--- src/hw/rtl/balsm_pkg.sv ---
// Package for the byte-addressed load/store memory unit.
// Holds operation codes, access sizes, the front-to-back item type and lane mapping.
// No dependencies.
package balsm_pkg;

  localparam logic [2:0] FN_LB  = 3'd0;
  localparam logic [2:0] FN_LBU = 3'd1;
  localparam logic [2:0] FN_LH  = 3'd2;
  localparam logic [2:0] FN_LHU = 3'd3;
  localparam logic [2:0] FN_LW  = 3'd4;
  localparam logic [2:0] FN_SB  = 3'd5;
  localparam logic [2:0] FN_SH  = 3'd6;
  localparam logic [2:0] FN_SW  = 3'd7;

  localparam logic [1:0] SZ_BYTE = 2'd0;
  localparam logic [1:0] SZ_HALF = 2'd1;
  localparam logic [1:0] SZ_WORD = 2'd2;

  localparam logic REG_BIG_ENDIAN = 1'b0;

  localparam int DEF_MEM_WORDS = 4096;
  localparam int QDEPTH        = 2;

  typedef struct packed {
    logic        is_load;
    logic        sext;
    logic [1:0]  sz;
    logic        fault;
    logic [1:0]  addr_lo;
    logic        big_endian;
    logic [29:0] widx;
    logic [3:0]  wen;
    logic [31:0] wdata;
  } item_t;

  typedef struct packed {
    logic full;
    logic empty;
  } qstat_t;

  // {hit, pos}: whether RAM lane k belongs to the access, and which
  // byte of the value it carries.
  function automatic logic [2:0] lane_map(input logic [1:0] lane, input logic [1:0] addr_lo,
                                          input logic [1:0] sz, input logic be);
    logic [1:0] i;
    logic [2:0] n;
    logic       hit;
    logic [1:0] pos;
    i   = lane - addr_lo;
    n   = 3'd1 << sz;
    hit = ({1'b0, i} < n) && (lane >= addr_lo);
    pos = be ? 2'(n - 3'd1 - {1'b0, i}) : i;
    return {hit, pos};
  endfunction

endpackage

--- src/hw/rtl/balsm_queue.sv ---
// Short FIFO that decouples the front end from the RAM back end.
// Uses balsm_pkg for the item type and depth.
module balsm_queue (
  input  logic               clk,
  input  logic               rst_n,
  input  logic               push,
  input  balsm_pkg::item_t   push_item,
  input  logic               pop,
  output balsm_pkg::item_t   pop_item,
  output balsm_pkg::qstat_t  qstat
);

  localparam int QAW = (balsm_pkg::QDEPTH > 1) ? $clog2(balsm_pkg::QDEPTH) : 1;

  balsm_pkg::item_t   slot_r [balsm_pkg::QDEPTH];
  logic [QAW-1:0]     wr_ptr_r, wr_ptr_nxt;
  logic [QAW-1:0]     rd_ptr_r, rd_ptr_nxt;
  logic [QAW:0]       count_r, count_nxt;

  always_comb begin
    wr_ptr_nxt = wr_ptr_r;
    rd_ptr_nxt = rd_ptr_r;
    count_nxt  = count_r;
    if (push) begin
      wr_ptr_nxt = (wr_ptr_r == QAW'(balsm_pkg::QDEPTH - 1)) ? '0 : wr_ptr_r + 1'b1;
    end
    if (pop) begin
      rd_ptr_nxt = (rd_ptr_r == QAW'(balsm_pkg::QDEPTH - 1)) ? '0 : rd_ptr_r + 1'b1;
    end
    if (push && !pop) begin
      count_nxt = count_r + 1'b1;
    end else if (pop && !push) begin
      count_nxt = count_r - 1'b1;
    end
  end

  always_ff @(posedge clk) begin
    if (!rst_n) begin
      wr_ptr_r <= '0;
      rd_ptr_r <= '0;
      count_r  <= '0;
    end else begin
      wr_ptr_r <= wr_ptr_nxt;
      rd_ptr_r <= rd_ptr_nxt;
      count_r  <= count_nxt;
    end
  end

  always_ff @(posedge clk) begin
    if (push) begin
      slot_r[wr_ptr_r] <= push_item;
    end
  end

  assign pop_item    = slot_r[rd_ptr_r];
  assign qstat.full  = (count_r == (QAW+1)'(balsm_pkg::QDEPTH));
  assign qstat.empty = (count_r == '0);

endmodule

--- config.mk ---
export PLATFORM = sky130hd
export DESIGN_NAME = balsm_queue
export DESIGN_NICKNAME = d
export VERILOG_FILES = /design/src/hw/rtl/balsm_pkg.sv /design/src/hw/rtl/balsm_queue.sv
export SDC_FILE = /design/constraint.sdc
export NUM_CORES = 1
export LEC_CHECK = 0
export BUFFER_PORTS_ARGS = -buffer_cell sky130_fd_sc_hd__buf_4
export CAP_MARGIN = 20
export CORE_UTILIZATION = 45
export CTS_BUF_LIST = sky130_fd_sc_hd__clkbuf_4
export CTS_CLUSTER_DIAMETER = 50
export DETAILED_ROUTE_END_ITERATION = 8
export PLACE_DENSITY = 0.7
export SLEW_MARGIN = 5
export SYNTH_ARGS = -nofsm -noshare
export SYNTH_HDL_FRONTEND = slang
export SYNTH_SLANG_ARGS = --single-unit
--- constraint.sdc ---
create_clock -name clk -period 9.5 [get_ports clk]
set_clock_uncertainty 0.1 [all_clocks]
set_input_delay 1.425 -clock clk [delete_from_list [all_inputs] [get_ports clk]]
set_output_delay 1.425 -clock clk [all_outputs]
set_load 0.03 [all_outputs]
==> results_tabular.tex <==
\begin{tabular}{lr}
\hline
Metric & Value \\
\hline
\multicolumn{2}{l}{\textbf{Clock tree}} \\
TritonCTS clock tree & built \\
Root cell of the clock tree & clkbuf\_4 \\
Number of buffers created by CTS & 17 \\
Number of levels in the clock H-tree & 4 \\
Cts hold-fix bufs & 0 \\
Number of buffers added for setup after CTS & 0 \\
Worst-case clock buffer depth & 2 \\
Total clock sinks & 153 \\
Clock slew seen by the registers of the worst setup and hold paths & 0.11 ns \\
CTS resizes & 0 \\
Insertion delay to the later sink of the worst-skew pair & 0.52 ns \\
\multicolumn{2}{l}{\textbf{STA}} \\
Time the worst path needs with I/O delays and setup & 3.69 ns \\
Number of failing hold endpoints at the final stage & 0 \\
Slack of the critical path & 5.81 ns \\
Setup TNS & 0 ns \\
Final clock period utilization by the worst path & 38.8\% \\
Relative slew slack & 31.8\% \\
\# setup viols final & 0 \\
RSZ-0062 raised after global routing & false \\
Fmax achieved & 271 MHz \\
Worst Tran Pin Value & 1.02 ns \\
Final number of max-transition violations & 0 \\
\multicolumn{2}{l}{\textbf{GRT}} \\
Pin count of the biggest net entering global routing & 76 \\
Global-route usage over all layers & 15.6\% \\
Antenna violations before repair & 0 \\
GRT Residual Overflow & 0 \\
First-pass GRT wire length & 14400 um \\
Number of global-route vias before repair & 2922 \\
\multicolumn{2}{l}{\textbf{Route}} \\
Number of nets still failing antenna checks after routing & 0 \\
Number of DRC violations after detailed routing & 0 \\
Average wire length per cell after detail routing & 15.8 um \\
Number of vias after detailed routing & 2806 \\
Via density & 4.69 \\
Drt total wl & 9460 um \\
Drt first pass iters & 4 \\
Initial DRC count & 149 \\
\multicolumn{2}{l}{\textbf{Power}} \\
Power density over cell area & 201 nW/um\^{}2 \\
Worst vdd ir & 120 uV \\
Total Power Consumption & 1.44 mW \\
Leakage power total & 2.69 nW \\
\multicolumn{2}{l}{\textbf{Critical path}} \\
R2R setup slack & 7.72 ns \\
Slowest cell on the critical path & dfxtp\_4 \\
Critical path required time & 7.98 ns \\
Buf/Inv on CP & 1 \\
Crit path max fanout & 74 \\
Critical path capture point type & output pin \\
Cell Chain, Critical Path & mux2\_2, buf\_4 \\
Terminus of the critical flop-to-flop path & slot\_r[1][64] \\
CP top delay family & flip-flops \\
Crit Reg-Reg Startpoint & wr\_ptr\_r \\
Arrival time worst endpoint & 2.16 ns \\
Critical path start-end classification & flop to output pin \\
Largest stage delay, worst path & 1.03 ns \\
Sort of element at the start of the critical path & flop \\
Number of logic stages on the critical path including buffering & 2 \\
R2R depth & 1 \\
\multicolumn{2}{l}{\textbf{Floorplan}} \\
Number of ports placed on the die boundary & 154 \\
Site Rows & 40 \\
Core region area & 12100 sq um \\
Initial cell density of the core & 46.2\% \\
Die width & 113 um \\
Die area & 12800 sq um \\
Y dimension of the die & 113 um \\
\multicolumn{2}{l}{\textbf{Synthesis}} \\
Synthesized instance count & 252 \\
Area share of the leading cell type in the synthesized netlist & 79.7\% \\
Synthesized netlist net count & 331 \\
Share of async-settable or async-resettable flops after synthesis & 0\% \\
Warnings from Yosys & 0 \\
Ranking of synthesized cells by instance count & 148 x edfxtp\_1, 74 x mux2\_2, 6 x buf\_6 \\
Most area-hungry cell type in the Yosys netlist & edfxtp\_1 \\
Count leader, synth & edfxtp\_1 \\
Mean instance size in the synthesized netlist & 22.1 sq um \\
Yosys cell types & 18 \\
Register bit count reported by yosys & 153 \\
Number of enable flip-flop cells after synthesis & 148 \\
Post-synthesis cell area & 5580 sq um \\
Most used DFF post-synth & edfxtp\_1 \\
Sequential share of the synthesized area & 81.5\% \\
Top area cells in the synthesized netlist & edfxtp\_1 80\%, mux2\_2 15\%, dfxtp\_1 1.8\%, buf\_6 1.2\%, and2\_1 0.45\% \\
\multicolumn{2}{l}{\textbf{Layout}} \\
Total inserted antenna cells & 0 \\
Number of fillers in the final layout & 913 \\
Area growth from synthesis to final layout & 29.0\% \\
Fraction of layout instances using a drive strength above 1 & 60.7\% \\
Area of all sequential standard cells & 4550 sq um \\
Multi-input combinational cell area & 958 sq um \\
Non-filler cells in the finished layout & 598 \\
Number of nets in the layout & 496 \\
\multicolumn{2}{l}{\textbf{Placement}} \\
Port bufs & 153 \\
Dpl cells & 566 \\
Weighted congestion reported at the end of routability-driven placement & 0.667 \\
Post-DP HPWL & 5830 um \\
Worst setup slack before clock tree synthesis & 6.32 ns \\
\multicolumn{2}{l}{\textbf{Job}} \\
Max capacitance violation total & 0 \\
\multicolumn{2}{l}{\textbf{Worst hold path}} \\
Endpoint of the worst hold-timing path & count\_r[1] \\
Hold Path Depth & 2 \\
Tightest Hold Check Type & flop to flop \\
Hold Path Origin & count\_r[1] \\
\multicolumn{2}{l}{\textbf{Run status}} \\
Result of the run & finished, final reports clean \\
\hline
\end{tabular}
==> where the power goes <==
part | total, mW | internal, mW | switching (mW)
combinational | 0.217 | 0.0984 | 0.118
clock | 0.427 | 0.221 | 0.206
sequential | 0.799 | 0.779 | 0.0202
==> layout by cell type, fill, tap and decap left out, types with 2 or more instances in the layout <==
master,count
clkinv_2,2
dfxtp_1,4
mux2_2,74
buf_4,154
clkinv_1,3
and2_1,3
clkbuf_4,22
bufinv_16,4
xor2_1,2
edfxtp_1,148
==> flip-flops by register name, summed over array words and instances (netlist names), named ones only <==
name and count:
rd_ptr_r 1, count_r 2, wr_ptr_r 1, slot_r 148
==> per-layer routing <==
layer	share of wire (%)	up-vias	track usage, %
met3	7.5	9	6.37
li1	-	1327	-
met1	41	1363	17.9
met2	50	107	25.5
met5	0	-	0
met4	1.3	0	7.11
==> per-stage QoR <==
stage          area [sq um]  util [%]  hold slack [ns]
2_1_floorplan          5580         -            0.366
3_3_place_gp           6880      57.0            0.378
3_5_place_dp           6880      57.0            0.443
4_1_cts                7190      59.6            0.459
5_1_grt                7190      59.6            0.506
6_report               7190      59.6            0.459
==> how the worst max path moves through the flow <==
stage | slack (ns) | startpoint | to
final | 5.81 | flop | pop_item[57]
after global routing | 5.64 | flop | pop_item[0]
after CTS | 5.71 | flop | pop_item[8]
after detailed placement | 6.32 | flop | pop_item[20]
after global placement | 6.33 | flop | pop_item[40]
after floorplan | 4.19 | push | slot_r[0][0]
==> cells by family (layout without fill, tap and decap cells) <==
| group | Yosys count | in the layout | synth area share (%) |
|---|---|---|---|
| xor+xnor | 3 | 3 | 0.471 |
| buf+inv | 9 | 187 | 1.50 |
| fa+ha+maj | 1 | 1 | 0.224 |
| simple gates | 9 | 9 | 1.01 |
| compound gates | 3 | 3 | 0.359 |
| mux | 74 | 74 | 14.9 |
| flops | 153 | 153 | 81.5 |
==> area by class of cell <==
cell class                      count  share of cell area (%)
Clock buffer                       22                    2.30
Clock inverter                     10                    2.09
Inverter                            1                  0.0522
Multi-Input combinational cell     90                    13.3
Sequential cell                   153                    63.2
Tap cell                          168                    2.92
Timing Repair Buffer              154                    16.1
Note: power is estimated with default switching activity, not from simulation.
