$ cat src/hw/rtl/balsm_pkg.sv
// Package for the byte-addressed load/store memory unit.
// Holds operation codes, access sizes, the front-to-back item type and lane mapping.
// No dependencies.
package balsm_pkg;

  localparam logic [2:0] FN_LB  = 3'd0;
  localparam logic [2:0] FN_LBU = 3'd1;
  localparam logic [2:0] FN_LH  = 3'd2;
  localparam logic [2:0] FN_LHU = 3'd3;
  localparam logic [2:0] FN_LW  = 3'd4;
  localparam logic [2:0] FN_SB  = 3'd5;
  localparam logic [2:0] FN_SH  = 3'd6;
  localparam logic [2:0] FN_SW  = 3'd7;

  localparam logic [1:0] SZ_BYTE = 2'd0;
  localparam logic [1:0] SZ_HALF = 2'd1;
  localparam logic [1:0] SZ_WORD = 2'd2;

  localparam logic REG_BIG_ENDIAN = 1'b0;

  localparam int DEF_MEM_WORDS = 4096;
  localparam int QDEPTH        = 2;

  typedef struct packed {
    logic        is_load;
    logic        sext;
    logic [1:0]  sz;
    logic        fault;
    logic [1:0]  addr_lo;
    logic        big_endian;
    logic [29:0] widx;
    logic [3:0]  wen;
    logic [31:0] wdata;
  } item_t;

  typedef struct packed {
    logic full;
    logic empty;
  } qstat_t;

  // {hit, pos}: whether RAM lane k belongs to the access, and which
  // byte of the value it carries.
  function automatic logic [2:0] lane_map(input logic [1:0] lane, input logic [1:0] addr_lo,
                                          input logic [1:0] sz, input logic be);
    logic [1:0] i;
    logic [2:0] n;
    logic       hit;
    logic [1:0] pos;
    i   = lane - addr_lo;
    n   = 3'd1 << sz;
    hit = ({1'b0, i} < n) && (lane >= addr_lo);
    pos = be ? 2'(n - 3'd1 - {1'b0, i}) : i;
    return {hit, pos};
  endfunction

endpackage

$ cat src/hw/rtl/balsm_front.sv
// Front end: accepts load/store beats, forms the effective address, checks
// range and alignment, and steers store bytes onto RAM lanes. Uses balsm_pkg.
module balsm_front #(
  parameter int MEM_WORDS = balsm_pkg::DEF_MEM_WORDS
) (
  input  logic                  in_tvalid,
  output logic                  in_tready,
  input  logic [2:0]            in_func,
  input  logic [31:0]           in_base,
  input  logic [15:0]           in_offset,
  input  logic [31:0]           in_store_data,
  input  logic                  big_endian,
  input  balsm_pkg::qstat_t     qstat,
  output logic                  q_push,
  output balsm_pkg::item_t      q_item
);

  localparam int unsigned MEM_BYTES = MEM_WORDS * 4;

  logic [31:0] addr;
  logic [1:0]  sz;
  logic        is_load;
  logic        sext;
  logic        misal;
  logic        fault;
  logic [2:0]  lm [4];

  assign addr = in_base + {{16{in_offset[15]}}, in_offset};

  always_comb begin
    case (in_func) inside
      balsm_pkg::FN_LB, balsm_pkg::FN_LBU, balsm_pkg::FN_SB: sz = balsm_pkg::SZ_BYTE;
      balsm_pkg::FN_LH, balsm_pkg::FN_LHU, balsm_pkg::FN_SH: sz = balsm_pkg::SZ_HALF;
      default: sz = balsm_pkg::SZ_WORD;
    endcase
  end

  assign is_load = (in_func == balsm_pkg::FN_LB) || (in_func == balsm_pkg::FN_LBU) ||
                   (in_func == balsm_pkg::FN_LH) || (in_func == balsm_pkg::FN_LHU) ||
                   (in_func == balsm_pkg::FN_LW);
  assign sext    = (in_func == balsm_pkg::FN_LB) || (in_func == balsm_pkg::FN_LH);
  assign misal   = ((sz == balsm_pkg::SZ_HALF) && addr[0]) ||
                   ((sz == balsm_pkg::SZ_WORD) && (addr[1:0] != 2'd0));
  assign fault   = (addr >= 32'(MEM_BYTES)) || misal;

  always_comb begin
    q_item            = '0;
    q_item.is_load    = is_load;
    q_item.sext       = sext;
    q_item.sz         = sz;
    q_item.fault      = fault;
    q_item.addr_lo    = addr[1:0];
    q_item.big_endian = big_endian;
    q_item.widx       = addr[31:2];
    for (int k = 0; k < 4; k++) begin
      lm[k] = balsm_pkg::lane_map(2'(k), addr[1:0], sz, big_endian);
      q_item.wen[k] = lm[k][2] && !is_load && !fault;
      q_item.wdata[k*8 +: 8] = in_store_data[{lm[k][1:0], 3'b000} +: 8];
    end
  end

  assign in_tready = !qstat.full;
  assign q_push    = in_tvalid && in_tready;

endmodule

$ cat config.mk
export PLATFORM = sky130hd
export DESIGN_NAME = balsm_front
export DESIGN_NICKNAME = d
export VERILOG_FILES = /design/src/hw/rtl/balsm_pkg.sv /design/src/hw/rtl/balsm_front.sv
export SDC_FILE = /design/constraint.sdc
export NUM_CORES = 1
export LEC_CHECK = 0
export CAP_MARGIN = 40
export CELL_PAD_IN_SITES_DETAIL_PLACEMENT = 0
export CELL_PAD_IN_SITES_GLOBAL_PLACEMENT = 1
export CORE_MARGIN = 2
export CORE_UTILIZATION = 47
export DETAILED_ROUTE_END_ITERATION = 8
export DONT_BUFFER_PORTS = 1
export GPL_ROUTABILITY_DRIVEN = 0
export PLACE_DENSITY = 0.88
export SETUP_SLACK_MARGIN = 0.2
export SLEW_MARGIN = 5
export SYNTH_ARGS = -nofsm -noshare
export SYNTH_HDL_FRONTEND = slang
export SYNTH_SLANG_ARGS = --single-unit
$ cat constraint.sdc
create_clock -name vclk -period 3.85
set_input_delay 0 -clock vclk [all_inputs]
set_output_delay 0 -clock vclk [all_outputs]
set_load 0.02 [all_outputs]
==> key figures, run 1 <==
Outcome
  – Status: finished, final reports clean

Critical path
  – Critical path's slowest cell: or4_4
  – Buf/Inv on CP: 1
  – WS Path Type: in2out
  – Top cell family by delay on the critical path: compound AO/OA/AOI/OAI gates
  – Crit path cell chain: ha_1 -> fa_1 -> a21o_1 -> a221o_2 -> a22oi_2 -> a21oi_2 -> a41oi_2 -> xnor2_1 -> or4_4 -> nor4_1 -> buf_4
  – Kind of end point of the critical path: output pin
  – Required time of the critical path: 3.85 ns
  – Critical path's largest stage delay: 0.63 ns
  – CP startpoint kind: input port
  – Worst EP arrival: 3.32 ns
  – CP Max Fanout: 6

Floorplan
  – Core area: 6310 um^2
  – Die ar.: 7140 um^2
  – Initial Util: 0.483
  – Die width: 84.5 um
  – Top Ports: 163
  – Row cnt: 29
  – Die height: 84.5 um

Finish
  – Final cell count without fillers: 475
  – # nets final: 527
  – Clkbuf count: 0
  – Sequential cell count: 0
  – Antenna cells: 0
  – P&R area growth vs syn: 4.52%
  – Post-layout util: 0.504
  – Sequential Area: 0 um^2
  – Share of layout cells above drive strength 1: 0.103

Logic synthesis
  – Largest cells by area after synthesis: ha_1, mux4_2, mux2i_1, a21oi_1, xnor2_1
  – Syn nets: 529
  – Synth Area in XOR/XNOR: 0.0805
  – Cell taking the most area after synthesis: ha_1
  – Cell variety after synth: 55
  – Post-synthesis simple-gate area fraction: 0.195
  – YS warnings: 0
  – Post-Synth Adder-Cell Area: 0.167
  – Area fraction of the dominant cell type after synthesis: 0.160
  – Post-synthesis cell area: 3050 um^2
  – Mean Syn Cell Area: 7.58 um^2
  – Post-synthesis sequential area ratio: 0
  – Synth Area in Compound Gates: 0.288
  – Mux cell area share after synthesis: 0.223
  – Post-synthesis instance total: 402
  – Largest family of logic cells by synthesized area: compound AO/OA/AOI/OAI gates
  – Commonest cells post-synth: a21oi_1, ha_1, mux2i_1

Timing
  – Fmax: 301 MHz
  – Final min period: 3.32 ns
  – Least-Margin Pin Slew: 0.854 ns
  – Count of final setup violators: 0
  – Final Max Tran Viols: 0
  – Final Cycle Share: 0.863
  – Worst hold slack: 0.000289 ns
  – Final Hold Vio Count: 0
  – Setup ws final: 0.527 ns
  – RSZ-0062 raised after global routing: false
  – Rel. slew slack: 0.426
  – Post-Route Setup TNS: 0 ns

Drt
  – WL final: 9.08 mm
  – Routed Antenna Nets: 0
  – Initial DRC count: 140
  – Drt pass-1 iters: 6
  – DR vias: 3173
  – Wirelength per Cell: 19.1 um
  – Post-route DRC: 0
  – Via density: 6.68

Clock tree
  – Post-CTS Setup Inserts: 0
  – Post-CTS Resized: 0
  – Post-CTS Hold Buffers: 0

Min path
  – Hold/Removal Path Class: in2out

GRT
  – First-pass GRT wire length: 14.0 mm
  – Initial antenna violation count: 0
  – Aggregate global routing overflow: 0
  – Vias in the first global route: 2895
  – Largest net degree at the start of global routing: 18
  – Total GRT Usage: 0.229

Power
  – Max rail drop VDD: 0.246 mV
  – PwrDens: 297 nW/um^2
  – Lkg Pwr: 0.00133 uW

Place
  – I/O Buffers: 0
  – Post-place setup slack: 0.610 ns
  – Placed insts: 475
  – Dpl hpwl: 7.62 mm

Run
  – Max-cap violations: 0
## cell families after synthesis
group                      after synthesis
muxes                                   48
adders and majority gates               40
and+or+nand+nor                        121
xor gates and xnor gates                28
AOI/OAI and AO/OA                      131
buffers and inverters                   34
## path summary, 6_finish.rpt
check | startpoint | to | slack, ns | cells past startpoint
hold / removal | big_endian | q_item[66] | 0.0003 | 0
setup / recovery | in_base[0] | q_item[33] | 0.53 | 11
## per-layer routing
| layer | up-vias | track usage | part of all wire |
|---|---|---|---|
| li1 | 1536 | - | - |
| met1 | 1480 | 0.310 | 0.43 |
| met2 | 143 | 0.394 | 0.47 |
| met3 | 14 | 0.0295 | 0.073 |
| met5 | - | 0 | 0 |
| met4 | 0 | 0.0433 | 0.021 |
## placed cells by master (no fill, tap or decap), types with 7 or more instances in the layout
cell / Yosys / final
a21o_1: 12 / 12
a21oi_1: 39 / 38
and2_1: 7 / 7
buf_4: 4 / 7
ha_1: 39 / 39
inv_1: 17 / 17
mux2i_1: 32 / 32
mux4_2: 16 / 16
nand2_1: 31 / 31
nand3_1: 14 / 14
nor2_1: 31 / 31
nor3_1: 9 / 9
o21a_1: 8 / 8
o21ai_0: 21 / 21
o21ai_1: 7 / 7
xnor2_1: 16 / 15
xor2_1: 12 / 12
## per-stage QoR
stage               power (uW)  area [um^2]
floorplan                  784         3050
global placement           901         3130
detailed placement         938         3180
CTS                        941         3180
global route              1010         3180
finish                     947         3180
## area by class of cell
cell class                      count  area, um^2
Multi-Input combinational cell    368        2920
Timing Repair Buffer               13         109
Tap cell                           77        96.3
Inverter                           17        63.8
Fill cell                         633        3130
## power by group
part,total [uW],switching [uW],internal [uW]
clock network,0,0,0
registers,0,0,0
logic,947,628,319
total,947,628,319
Power figures use the tool's default switching activity.
==> inputs of run 2 (changes only) <==
--- a/config.mk
+++ b/config.mk
@@ -14,6 +14,7 @@
 export DONT_BUFFER_PORTS = 1
 export GPL_ROUTABILITY_DRIVEN = 0
 export PLACE_DENSITY = 0.88
+export REMOVE_ABC_BUFFERS = 1
 export SETUP_SLACK_MARGIN = 0.2
 export SLEW_MARGIN = 5
 export SYNTH_ARGS = -nofsm -noshare
==> key figures, run 2 (synthesis results as in run 1) <==
GRT
  – Initial antenna violation count: 0 (unchanged)
  – Aggregate global routing overflow: 0 (unchanged)
  – Vias in the first global route: 3075 (+6.2%)
  – Largest net degree at the start of global routing: 18 (unchanged)
  – Total GRT Usage: 0.242 (+0.0122)
  – First-pass GRT wire length: 14.8 mm (+5.2%)

Drt
  – Routed Antenna Nets: 0 (unchanged)
  – Initial DRC count: 131 (-6.4%)
  – DR vias: 3184 (+0.35%)
  – Wirelength per Cell: 19.8 um (+3.5%)
  – Post-route DRC: 0 (unchanged)
  – Drt pass-1 iters: 4 (-2)
  – WL final: 9.38 mm (+3.3%)
  – Via density: 6.72 (+0.56%)

Power
  – Max rail drop VDD: 0.213 mV (-13%)
  – Lkg Pwr: 0.00133 uW (-0.13%)
  – PwrDens: 296 nW/um^2 (-0.51%)

Place
  – I/O Buffers: 0 (unchanged)
  – Post-place setup slack: 0.407 ns (-0.202 ns)
  – Placed insts: 474 (-0.21%)
  – Area post-placement: 3180 um^2 (-0.24%)
  – Dpl hpwl: 7.98 mm (+4.8%)

Critical path
  – Critical path's largest stage delay: 0.52 ns (-0.11 ns)
  – Worst EP arrival: 3.40 ns (+0.08 ns)
  – WS Path Type: in2out
  – Required time of the critical path: 3.85 ns (about the same)
  – CP Max Fanout: 6 (unchanged)
  – CP startpoint kind: input port
  – Crit path cell chain: ha_1 -> fa_1 -> a21o_1 -> a221o_2 -> a221oi_2 -> o21ai_1 -> xor2_1 -> or4_4 -> nor4_1 -> buf_4
  – Kind of end point of the critical path: output pin
  – Critical path's slowest cell: or4_4
  – Critical path startpoint: in_base[0]

Timing
  – Rel. slew slack: 0.443 (+0.0176)
  – Least-Margin Pin Slew: 0.832 ns (-0.0219 ns)
  – Final min period: 3.40 ns (+0.0787 ns)
  – Count of final setup violators: 0 (unchanged)
  – Final Cycle Share: 0.884 (+0.0204)
  – Setup ws final: 0.448 ns (-0.0787 ns)
  – Fmax: 294 MHz (-2.3%)
  – Final Hold Vio Count: 0 (unchanged)
  – Final Max Tran Viols: 0 (unchanged)
  – RSZ-0062 raised after global routing: false
  – Post-Route Setup TNS: 0 ns (unchanged)

Floorplan
  – Die height: 84.5 um (unchanged)
  – Die width: 84.5 um (unchanged)
  – Core area: 6310 um^2 (unchanged)
  – Row cnt: 29 (unchanged)
  – Initial Util: 0.483 (unchanged)
  – Top Ports: 163 (unchanged)
  – Die ar.: 7140 um^2 (unchanged)

Finish
  – Most common cell after layout, fill and taps aside: ha_1
  – Design area: 3180 um^2 (-0.24%)
  – Filler instances: 639 (+0.95%)
  – Sequential Area: 0 um^2 (unchanged)
  – Clkbuf count: 0 (unchanged)
  – Sequential cell count: 0 (unchanged)
  – Share of layout cells above drive strength 1: 0.103 (+0.000259)
  – Antenna cells: 0 (unchanged)
  – P&R area growth vs syn: 4.27%
  – # nets final: 526 (-0.19%)
  – Commonest cells after routing, fill and taps aside: ha_1, a21oi_1, mux2i_1, nand2_1, nor2_1
  – Final cell count without fillers: 474 (-0.21%)

Outcome
  – Status: finished, final reports clean

Min path
  – WHS Path Cells: 0 (unchanged)
  – Hold_sp: big_endian
  – Hold endpoint: q_item[66]
  – Hold/Removal Path Class: in2out

Clock tree
  – Post-CTS Hold Buffers: 0 (unchanged)
  – Post-CTS Setup Inserts: 0 (unchanged)
  – Post-CTS Resized: 0 (unchanged)

Run
  – Max-cap violations: 0 (unchanged)
==> run 2: cell count changes in the layout (fill, tap and decap cells not counted) <==
| cell | delta |
|---|---|
| buf_4 | +1 |
| buf_6 | -1 |
| buf_1 | -1 |
==> run 2: cell type report <==
class / instances / area (um^2) / share of cell area
Tap cell: 77 / 96.3 / 0.0303
Multi-Input combinational cell: 368 / 2920 / 0.918
Timing Repair Buffer: 12 / 101 / 0.0319
Inverter: 17 / 63.8 / 0.0201
==> run 2: how the worst max path moves through the flow <==
stage | end | slack, ns
2_1_floorplan | q_item[32] | 0.64
3_3_place_gp | q_item[32] | 0.48
3_5_place_dp | q_item[32] | 0.41
4_1_cts | q_item[32] | 0.42
5_1_grt | q_item[32] | 0.21
6_report | q_item[32] | 0.45
==> run 2: metrics by stage <==
step	power, uW	hold WS [ns]	util
global route	1020	0.000890	0.503
floorplan	781	0	-
detailed placement	935	0.00114	0.503
finish	940	0.000915	0.503
CTS	938	0.00114	0.503
global placement	905	0.00128	0.497
==> run 2: power breakdown <==
group,internal [uW],leakage (uW),switching [uW]
clock network,0,0,0
registers,0,0,0
logic,318,0.00133,622
==> run 2: worst max-delay path, delay by kind of cell <==
kind / cells / cell delay [ns]
AOI/OAI and AO/OA: 4 / 1.25
and+or+nand+nor: 2 / 1.02
adders and majority gates: 2 / 0.60
xor gates and xnor gates: 1 / 0.28
buffers and inverters: 1 / 0.24
==> run 2: layer usage <==
| layer | up-vias | wire [um] | GRT usage |
|---|---|---|---|
| met5 | - | 0 | 0 |
| met4 | 0 | 107 | 0.0216 |
| met3 | 10 | 786 | 0.0433 |
| met2 | 141 | 4830 | 0.462 |
| met1 | 1497 | 3650 | 0.289 |
| li1 | 1536 | - | - |
